$ cat src/design/ctsc_pkg.sv
`default_nettype none

package ctsc_pkg;

    localparam logic CMD_BUTTON = 1'b0;
    localparam logic CMD_LOAD   = 1'b1;

    localparam logic [1:0] BTN_STEP   = 2'd0;
    localparam logic [1:0] BTN_ADJUST = 2'd1;

    localparam logic [1:0] PRESS_SHORT = 2'd0;
    localparam logic [1:0] PRESS_LONG  = 2'd1;
    localparam logic [1:0] PRESS_HOLD  = 2'd2;

    localparam logic [2:0] FIELD_HOURS   = 3'd0;
    localparam logic [2:0] FIELD_MINUTES = 3'd1;
    localparam logic [2:0] FIELD_YEAR    = 3'd2;
    localparam logic [2:0] FIELD_MONTH   = 3'd3;
    localparam logic [2:0] FIELD_DAY     = 3'd4;

    localparam logic [4:0] HOURS_MAX   = 5'd23;
    localparam logic [5:0] MINUTES_MAX = 6'd59;
    localparam logic [4:0] DAY_MIN     = 5'd1;
    localparam logic [3:0] MONTH_MIN   = 4'd1;
    localparam logic [3:0] MONTH_MAX   = 4'd12;
    localparam logic [6:0] YEAR_MAX    = 7'd99;
    localparam logic [4:0] FEB_LEAP    = 5'd29;
    localparam logic [3:0] MONTH_FEB   = 4'd2;

    // unused month codes read as 31
    localparam logic [4:0] MONTH_LEN [16] = '{
        5'd31, 5'd31, 5'd28, 5'd31, 5'd30, 5'd31, 5'd30, 5'd31,
        5'd31, 5'd30, 5'd31, 5'd30, 5'd31, 5'd31, 5'd31, 5'd31
    };

    typedef struct packed {
        logic       command;
        logic [1:0] button;
        logic [1:0] press;
        logic [4:0] load_hours;
        logic [5:0] load_minutes;
        logic [4:0] load_day;
        logic [3:0] load_month;
        logic [6:0] load_year;
    } ctsc_item_t;

    typedef struct packed {
        logic       setup_mode;
        logic [2:0] field_step;
        logic [4:0] hours;
        logic [5:0] minutes;
        logic [4:0] day;
        logic [3:0] month;
        logic [6:0] year;
    } ctsc_state_t;

    typedef struct packed {
        logic taken;
        logic write;
    } ctsc_flags_t;

    localparam ctsc_state_t STATE_RESET = '{
        setup_mode: 1'b0,
        field_step: FIELD_HOURS,
        hours:      5'd0,
        minutes:    6'd0,
        day:        5'd1,
        month:      4'd1,
        year:       7'd0
    };

    // leap year when year mod 4 is 0
    function automatic logic [4:0] days_in_month(input logic [3:0] m, input logic [6:0] y);
        logic [4:0] len;
        len = MONTH_LEN[m];
        if (m == MONTH_FEB && y[1:0] == 2'b00)
        begin
            len = FEB_LEAP;
        end
        return len;
    endfunction

endpackage

`default_nettype wire

$ cat src/design/ctsc_update.sv
`default_nettype none

module ctsc_update
    import ctsc_pkg::*;
(
    input  wire ctsc_item_t  item,
    input  wire ctsc_state_t state_cur,
    output ctsc_state_t      state_next,
    output ctsc_flags_t      flags
);

    logic [4:0] dim;
    logic [5:0] day_inc;
    logic [4:0] month_inc;

    always_comb
    begin
        dim        = days_in_month(state_cur.month, state_cur.year);
        day_inc    = {1'b0, state_cur.day} + 6'd1;
        month_inc  = {1'b0, state_cur.month} + 5'd1;
        state_next = state_cur;
        flags      = '0;

        if (item.command == CMD_LOAD)
        begin
            // loads are ignored while the user edits
            if (!state_cur.setup_mode)
            begin
                state_next.hours   = (item.load_hours > HOURS_MAX) ? HOURS_MAX
                                                                   : item.load_hours;
                state_next.minutes = (item.load_minutes > MINUTES_MAX) ? MINUTES_MAX
                                                                       : item.load_minutes;
                state_next.day     = (item.load_day < DAY_MIN) ? DAY_MIN : item.load_day;
                if (item.load_month < MONTH_MIN)
                begin
                    state_next.month = MONTH_MIN;
                end
                else if (item.load_month > MONTH_MAX)
                begin
                    state_next.month = MONTH_MAX;
                end
                else
                begin
                    state_next.month = item.load_month;
                end
                state_next.year    = (item.load_year > YEAR_MAX) ? YEAR_MAX : item.load_year;
            end
        end
        else if (!state_cur.setup_mode)
        begin
            if (item.button == BTN_STEP && item.press == PRESS_LONG)
            begin
                state_next.setup_mode = 1'b1;
                flags.taken           = 1'b1;
            end
        end
        else if (item.button == BTN_STEP)
        begin
            if (item.press == PRESS_SHORT)
            begin
                flags.taken = 1'b1;
                case (state_cur.field_step)
                    FIELD_HOURS:   state_next.field_step = FIELD_MINUTES;
                    FIELD_MINUTES: state_next.field_step = FIELD_YEAR;
                    FIELD_YEAR:    state_next.field_step = FIELD_MONTH;
                    FIELD_MONTH:
                    begin
                        state_next.field_step = FIELD_DAY;
                        if (state_cur.day > dim)
                        begin
                            state_next.day = dim;
                        end
                    end
                    FIELD_DAY:
                    begin
                        state_next.field_step = FIELD_HOURS;
                        state_next.setup_mode = 1'b0;
                        flags.write           = 1'b1;
                    end
                    default: ;
                endcase
            end
        end
        else if (item.button == BTN_ADJUST)
        begin
            if (item.press == PRESS_SHORT || item.press == PRESS_HOLD)
            begin
                flags.taken = 1'b1;
                case (state_cur.field_step)
                    FIELD_HOURS:
                        state_next.hours = (state_cur.hours >= HOURS_MAX) ? 5'd0
                                           : state_cur.hours + 5'd1;
                    FIELD_MINUTES:
                        state_next.minutes = (state_cur.minutes >= MINUTES_MAX) ? 6'd0
                                             : state_cur.minutes + 6'd1;
                    FIELD_YEAR:
                        state_next.year = (state_cur.year >= YEAR_MAX) ? 7'd0
                                          : state_cur.year + 7'd1;
                    FIELD_MONTH:
                        state_next.month = (month_inc > {1'b0, MONTH_MAX}) ? MONTH_MIN
                                           : month_inc[3:0];
                    FIELD_DAY:
                        state_next.day = (day_inc > {1'b0, dim}) ? DAY_MIN : day_inc[4:0];
                    default: ;
                endcase
            end
        end
    end

endmodule

`default_nettype wire

$ cat src/design/clock_time_set_controller.sv
// channel   direction   handshake            payload
// input     in          in_valid/in_stall    command, button, press, load_*
// output    out         out_valid/out_stall  in_setup, setup_field, button_taken,
//                                            write_clock, shown_*
//
// one item per cycle sustained while the result is not stalled; the item is registered first, then its result
// the item register feeds the update logic, whose result and new state load together
// the input stalls only when the item register is full and the result is stalled
// reset returns to running mode, hours field, time 00:00, day 1, month 1, year 0
`default_nettype none

module clock_time_set_controller
    import ctsc_pkg::*;
(
    input  wire        clk,
    input  wire        rst_n,
    input  wire        in_valid,
    output logic       in_stall,
    input  wire        command,
    input  wire  [1:0] button,
    input  wire  [1:0] press,
    input  wire  [4:0] load_hours,
    input  wire  [5:0] load_minutes,
    input  wire  [4:0] load_day,
    input  wire  [3:0] load_month,
    input  wire  [6:0] load_year,
    output logic       out_valid,
    input  wire        out_stall,
    output logic       in_setup,
    output logic [2:0] setup_field,
    output logic       button_taken,
    output logic       write_clock,
    output logic [4:0] shown_hours,
    output logic [5:0] shown_minutes,
    output logic [4:0] shown_day,
    output logic [3:0] shown_month,
    output logic [6:0] shown_year
);

    ctsc_item_t  item_reg;
    logic        item_valid_reg;
    ctsc_state_t state_reg;
    ctsc_state_t state_next;
    ctsc_flags_t flags_next;
    ctsc_state_t res_state_reg;
    ctsc_flags_t res_flags_reg;
    logic        out_valid_reg;
    logic        advance;

    assign advance  = !out_valid_reg || !out_stall;
    assign in_stall = item_valid_reg && !advance;

    ctsc_update u_update (
        .item       (item_reg),
        .state_cur  (state_reg),
        .state_next (state_next),
        .flags      (flags_next)
    );

    always_ff @(posedge clk or negedge rst_n)
    begin
        if (!rst_n)
        begin
            item_valid_reg <= 1'b0;
            out_valid_reg  <= 1'b0;
            state_reg      <= STATE_RESET;
        end
        else
        begin
            if (!in_stall)
            begin
                item_valid_reg <= in_valid;
            end
            if (advance)
            begin
                out_valid_reg <= item_valid_reg;
                if (item_valid_reg)
                begin
                    state_reg <= state_next;
                end
            end
        end
    end

    always_ff @(posedge clk)
    begin
        if (in_valid && !in_stall)
        begin
            item_reg <= '{
                command:      command,
                button:       button,
                press:        press,
                load_hours:   load_hours,
                load_minutes: load_minutes,
                load_day:     load_day,
                load_month:   load_month,
                load_year:    load_year
            };
        end
        if (advance && item_valid_reg)
        begin
            res_state_reg <= state_next;
            res_flags_reg <= flags_next;
        end
    end

    assign out_valid     = out_valid_reg;
    assign in_setup      = res_state_reg.setup_mode;
    assign setup_field   = res_state_reg.field_step;
    assign button_taken  = res_flags_reg.taken;
    assign write_clock   = res_flags_reg.write;
    assign shown_hours   = res_state_reg.hours;
    assign shown_minutes = res_state_reg.minutes;
    assign shown_day     = res_state_reg.day;
    assign shown_month   = res_state_reg.month;
    assign shown_year    = res_state_reg.year;

endmodule

`default_nettype wire

$ cat config.mk
export PLATFORM = sky130hd
export DESIGN_NAME = clock_time_set_controller
export DESIGN_NICKNAME = d
export VERILOG_FILES = /design/src/design/ctsc_pkg.sv /design/src/design/ctsc_update.sv /design/src/design/clock_time_set_controller.sv
export SDC_FILE = /design/constraint.sdc
export NUM_CORES = 1
export LEC_CHECK = 0
export ABC_AREA = 1
export ABC_CLOCK_PERIOD_IN_PS = 2500
export BUFFER_PORTS_ARGS = -buffer_cell sky130_fd_sc_hd__buf_2
export CAP_MARGIN = 10
export CORE_MARGIN = 2
export CORE_UTILIZATION = 43
export CTS_CLUSTER_SIZE = 24
export DETAILED_ROUTE_END_ITERATION = 16
export GPL_TIMING_DRIVEN = 0
export PLACE_DENSITY = 0.62
export SYNTH_ARGS = -nofsm -noshare
export SYNTH_HDL_FRONTEND = slang
export SYNTH_SLANG_ARGS = --single-unit
$ cat constraint.sdc
create_clock -name clk -period 2.5 [get_ports clk]
set_input_delay 0.25 -clock clk [delete_from_list [all_inputs] [get_ports clk]]
set_output_delay 0.25 -clock clk [all_outputs]
set_load 0.05 [all_outputs]
== Word-level counts from Yosys, hierarchy flattened ==
Memories as Yosys holds them, arrays and structs flattened.
Index checks and enable logic that the tools add are counted.

* Add/sub/neg operators: 5
* Multipliers: 0
* Divide/modulo/power cells: 0
* $lt $le $gt $ge: 13
* Equality and inequality tests: 8
* Shift-type cells: 0
* Muxes and demuxes: 43
* Bitwise operators: 4
* Reductions and logical operators: 17

{| class="wikitable"
|+ Operator list
! kind !! count
|-
| $mux W27 || 4
|-
| $mux W5 || 13
|-
| $mux W30 || 1
|-
| $mux W4 || 7
|-
| $mux W11 || 2
|-
| $mux W7 || 3
|-
| $mux W6 || 3
|-
| $pmux W3 S5 || 1
|-
| $ge A5 B5 Y1 const B || 2
|-
| $mux W1 || 8
|-
| $add A7 B1 Y7 const B || 1
|-
| $ge A7 B7 Y1 const B || 1
|-
| $gt A7 B7 Y1 const B || 1
|-
| $add A5 B1 Y6 const B || 1
|-
| $add A6 B1 Y6 const B || 1
|-
| $eq A3 B2 Y1 const B || 2
|-
| $ge A6 B6 Y1 const B || 1
|-
| $gt A6 B5 Y1 || 1
|-
| $gt A6 B6 Y1 const B || 1
|-
| $logic_not A2 Y1 || 3
|-
| $add A4 B1 Y5 const B || 1
|-
| $add A5 B1 Y5 const B || 1
|-
| $gt A5 B4 Y1 const B || 1
|-
| $gt A5 B5 Y1 || 1
|-
| 18 further kinds || 29
|}

* Bits in registers: 98
* Bits in latches: 0
* RAM bits: 0
* Memory bits (read-only): 80
* Output and inout bits: 35
* Memories kept: 1

{| class="wikitable"
|+ Memory list
! name !! words !! bits a word !! rd ports !! clocked after Yosys merged registers in !! wr ports !! RTL line !! RTL
|-
| (name not given) || 16 || 5 || 1 || 0 || 0 || ctsc_pkg.sv:75 || <nowiki>len = MONTH_LEN[m];</nowiki>
|}

== Depth between registers and ports, before layout ==
* Word-level depth: 13
* Gate-level depth with buffers: 22
* Mapped depth without buffers: 22

== Cells and area by module ==
From an unflattened synthesis, not the netlist that was laid out.

* Cells, all modules: 548
* Area total of the unflattened synthesis: 5134.9 µm²

{| class="wikitable"
|+ By module, submodules not included
! module !! times used !! cells each !! area an instance (µm²) !! seq. area each (µm²)
|-
| clock_time_set_controller || 1 || 211 || 3352.0 || 2780.2
|-
| ctsc_update || 1 || 337 || 1783.0 || 0.0
|}

== Worst setup path before layout ==
OpenSTA, ideal clock, no wires.

* Kind: reg-to-reg
* Start: register out_valid_reg (netlist: out_valid)
* End: register item_reg[0] in the netlist's numbering (enable)
* Setup time: 0.400 ns
* Arrival time: 2.057 ns
* Slack: 0.043 ns
* Cell stages (with the launch flop): 6
* Buffers on the path: 0
* Period minus slack after synthesis: 2.457 ns
* Cell sequence: dfrtp_1 -> nand2_1 -> nor2_1 -> inv_1 -> nand2_1 -> inv_1

* Cells in the longest elaborated chain, start to end: 6

{| class="wikitable"
|+ Ends and longest elaborated chain
! element !! RTL line !! RTL
|-
| start: declaration || clock_time_set_controller.sv:47 || <nowiki>logic out_valid_reg;</nowiki>
|-
| start signal: assignment || clock_time_set_controller.sv:76 || <nowiki>out_valid_reg <= item_valid_reg;</nowiki>
|-
| $logic_not A1 Y1 || clock_time_set_controller.sv:50 || <nowiki>assign advance = !out_valid_reg || !out_stall;</nowiki>
|-
| $logic_or A1 B1 Y1 || clock_time_set_controller.sv:50 ||
|-
| $logic_not A1 Y1 || clock_time_set_controller.sv:51 || <nowiki>assign in_stall = item_valid_reg && !advance;</nowiki>
|-
| $logic_and A1 B1 Y1 || clock_time_set_controller.sv:51 ||
|-
| named net in_stall || clock_time_set_controller.sv:18 || <nowiki>output logic in_stall,</nowiki>
|-
| $logic_not A1 Y1 || clock_time_set_controller.sv:87 || <nowiki>if (in_valid && !in_stall)</nowiki>
|-
| $logic_and A1 B1 Y1 || clock_time_set_controller.sv:87 ||
|-
| end signal: assignment || clock_time_set_controller.sv:89 || <nowiki>item_reg <= '{</nowiki>
|-
| end: declaration || clock_time_set_controller.sv:40 || <nowiki>ctsc_item_t item_reg;</nowiki>
|}

The timed path passes the listed nets, and every way through them passes these cells.
A chain may end at the register's enable or synchronous reset.

==> results.toml <==
[floorplanning]
die-area_sq_mm = 0.0127
initial_utilization_pct = 44.1
die_w_microns = 112
fp.dieH_microns = 112
top_level_ports = 71
rows = 39
coreArea_sq_mm = 0.0115

[synth]
syn_area_sq_mm = 0.00506
ys_types = 45
synthArstFlopShare_pct = 33.7
yosysSeqAreaShare_pct = 54.9
syn_nets = 586
synth_edf_count = 65
ys_warn_count = 0
synth-main-ff-cell = "edfxtp_1"
syn_area_per_cell_sq_um = 9.42
ys_seq_elements = 98
syn_inst = 537

[setup_path]
rr_startpoint = "state_reg[7]"
critPathMaxFanout = 5
arrival_ns = 2.64
worstPathRequired_ns = 2.78
start_kind = "register"
critPathKind = "reg2reg"
end_kind = "register"
crit_start = "state_reg[7]"

[detailed_routing]
avgViaCountPerCell = 5.36
first_iter_violations = 275
drc = 0
vias = 4123
dr.pass1.iters = 5
drt-wirelength-per-cell_microns = 16.5
ant_nets = 0
drt-total-wl_microns = 12700

[final_layout]
layout-drive-gt1-share_pct = 24.0
layout_commonest_cell = "nand2_1"
area_growth_pct = 17.5
largest_register_ffs = 32
insertedDiodeCount = 0
fillers = 1050
mostFrequentLayoutCells = "nand2_1 (118), buf_2 (76), edfxtp_1 (65), o21ai_0 (48), inv_1 (44)"
fin_util_pct = 51.8
fin_nets = 671

[global_routing]
grt-ovfl-total = 0
antenna_found_initial = 0
grt_pass1_vias = 4013
grtUsageTotal_pct = 20.5
grt_pass1_wl_microns = 20100
grt_start_max_net_pins = 43

[placement]
hpwl_microns = 8810
port-buffer-count = 70
post-place-ws_ns = 0.0569
place_congestion = 0.889

[sta]
hold_viol_final = 2
tightest_slew_ns = 0.994
maxSlewViolCount = 0
skew_ns = 0.00746
period_share_pct = 94.4
fmax_ghz = 0.424
setup_viol = 0
timing.final.ws_setup_ns = 0.139
slew_headroom_pct = 33.8
period_needed_ns = 2.36
worst_hold_slack_ns = -0.00461

[clocking]
insertion_delay_ns = 0.34
clockBufferDepth = 2
cts.sinks = 98
postCtsHoldBufs = 0
cts_buffers = 9
h-tree-depth = 3
cts-root-buf = "clkbuf_16"
clk_pin_slew_worst_paths_ns = 0.06
cts_tree = "built"

[power_and_ir_drop]
pwr_density_cell_mw_per_mm2 = 1060
vdd_drop_max_mv = 0.442
leakage_nw = 2.55

[worst_hold_path]
hold_class = "in2async"

[flow_run]
drv_cap = 0

[status]
status = "finished with violations"
violations = "hold timing"
per-stage QoR:
| stage | area [sq um] | total power (W) | TNS (ns) | std cells |
|---|---|---|---|---|
| after floorplan | 5060 | 0.00423 | 0 | 537 |
| after global placement | 5590 | 0.00483 | 0 | 750 |
| after detailed placement | 5590 | 0.00488 | 0 | 750 |
| after CTS | 5870 | 0.00622 | 0 | 765 |
| after global routing | 5950 | 0.00669 | -0.0989 | 769 |
| final | 5950 | 0.00630 | 0 | 769 |
final timing paths:
| check | endpoint | slack, ns | cells after the start |
|---|---|---|---|
| worst max-delay path | state_reg[12] | 0.14 | 21 |
| worst min-delay path | state_reg[22] | -0.005 | 1 |
| worst max register to register | state_reg[12] | 0.14 | 21 |
| worst min register to register | out_valid | 0.48 | 2 |
| max in group asynchronous | state_reg[8] | 1.93 | 1 |
| min in group clk | item_reg[29] | 0.08 | 1 |
where the power goes:
part / total (W) / leakage (nW) / internal [W] / switching [W]
sequential: 0.00251 / 1.04 / 0.00219 / 0.000327
clock: 0.00132 / 0.135 / 0.000758 / 0.000562
combinational: 0.00246 / 1.37 / 0.000741 / 0.00172
area by class of cell:
cell class | instances | area, sq um | share of cell area [%]
Multi-Input combinational cell | 362 | 2000 | 33.6
Clock inverter | 5 | 46.3 | 0.779
Tap cell | 143 | 179 | 3.01
Buffer | 19 | 93.8 | 1.58
Timing Repair Buffer | 74 | 400 | 6.73
Clock buffer | 10 | 229 | 3.85
Inverter | 58 | 218 | 3.66
Sequential cell | 98 | 2780 | 46.8
cell usage after synthesis, drive strengths merged (6+ instances only):
library cell,count,area share [%]
a21oi,32,3.3
buf,11,1.3
clkbuf,8,0.59
dfrtp,31,15
edfxtp,65,39
ha,13,3.2
inv,57,4.2
nand2,127,10
nand3,29,3.0
nand4,14,1.7
nor2,40,3.7
nor3,6,0.69
o21ai,62,6.6
o22ai,8,1.6
xor2,8,1.4
cell families (layout without fill, tap and decap cells):
family	Yosys count	after routing	share of synthesized area, %
buffers and inverters	77	166	6.16
AND/OR/NAND/NOR	222	222	20.1
adder cells (fa/ha/maj)	13	13	3.21
flip-flops	98	98	54.9
AO/OA/AOI/OAI	117	117	13.8
XOR/XNOR	10	10	1.73
critical path: stages (launching register included):
cell	delay [ns]
dfstp_2	0.56
inv_1	0.06
ha_2	0.18
inv_2	0.05
nor2_1	0.03
nor2_1	0.11
nor2_2	0.07
inv_2	0.09
ha_1	0.23
inv_1	0.05
nand2_1	0.05
nand2_1	0.09
nor2_1	0.06
nand3_2	0.10
nand3_1	0.07
nand2_1	0.06
nand2_1	0.05
nand2_1	0.07
nand2_1	0.06
nand2_1	0.09
nand2_1	0.05
nand2_1	0.10
repair_timing:
action / 4_1_cts / 5_1_grt
hold endpoints to repair: 0 / 0
buffers inserted: 0 / 3
endpoints found under the setup margin: 0 / 10
gates resized for setup: 0 / 10
metal layers:
metal / vias to the layer above / part of all wire, % / global-route usage (%)
li1: 2011 / - / -
met1: 1920 / 45 / 28.3
met2: 166 / 46 / 32.4
met3: 26 / 5.9 / 3.29
met4: 0 / 3.1 / 8.70
met5: - / 0 / 0
Note: power is estimated with default switching activity, not from simulation.
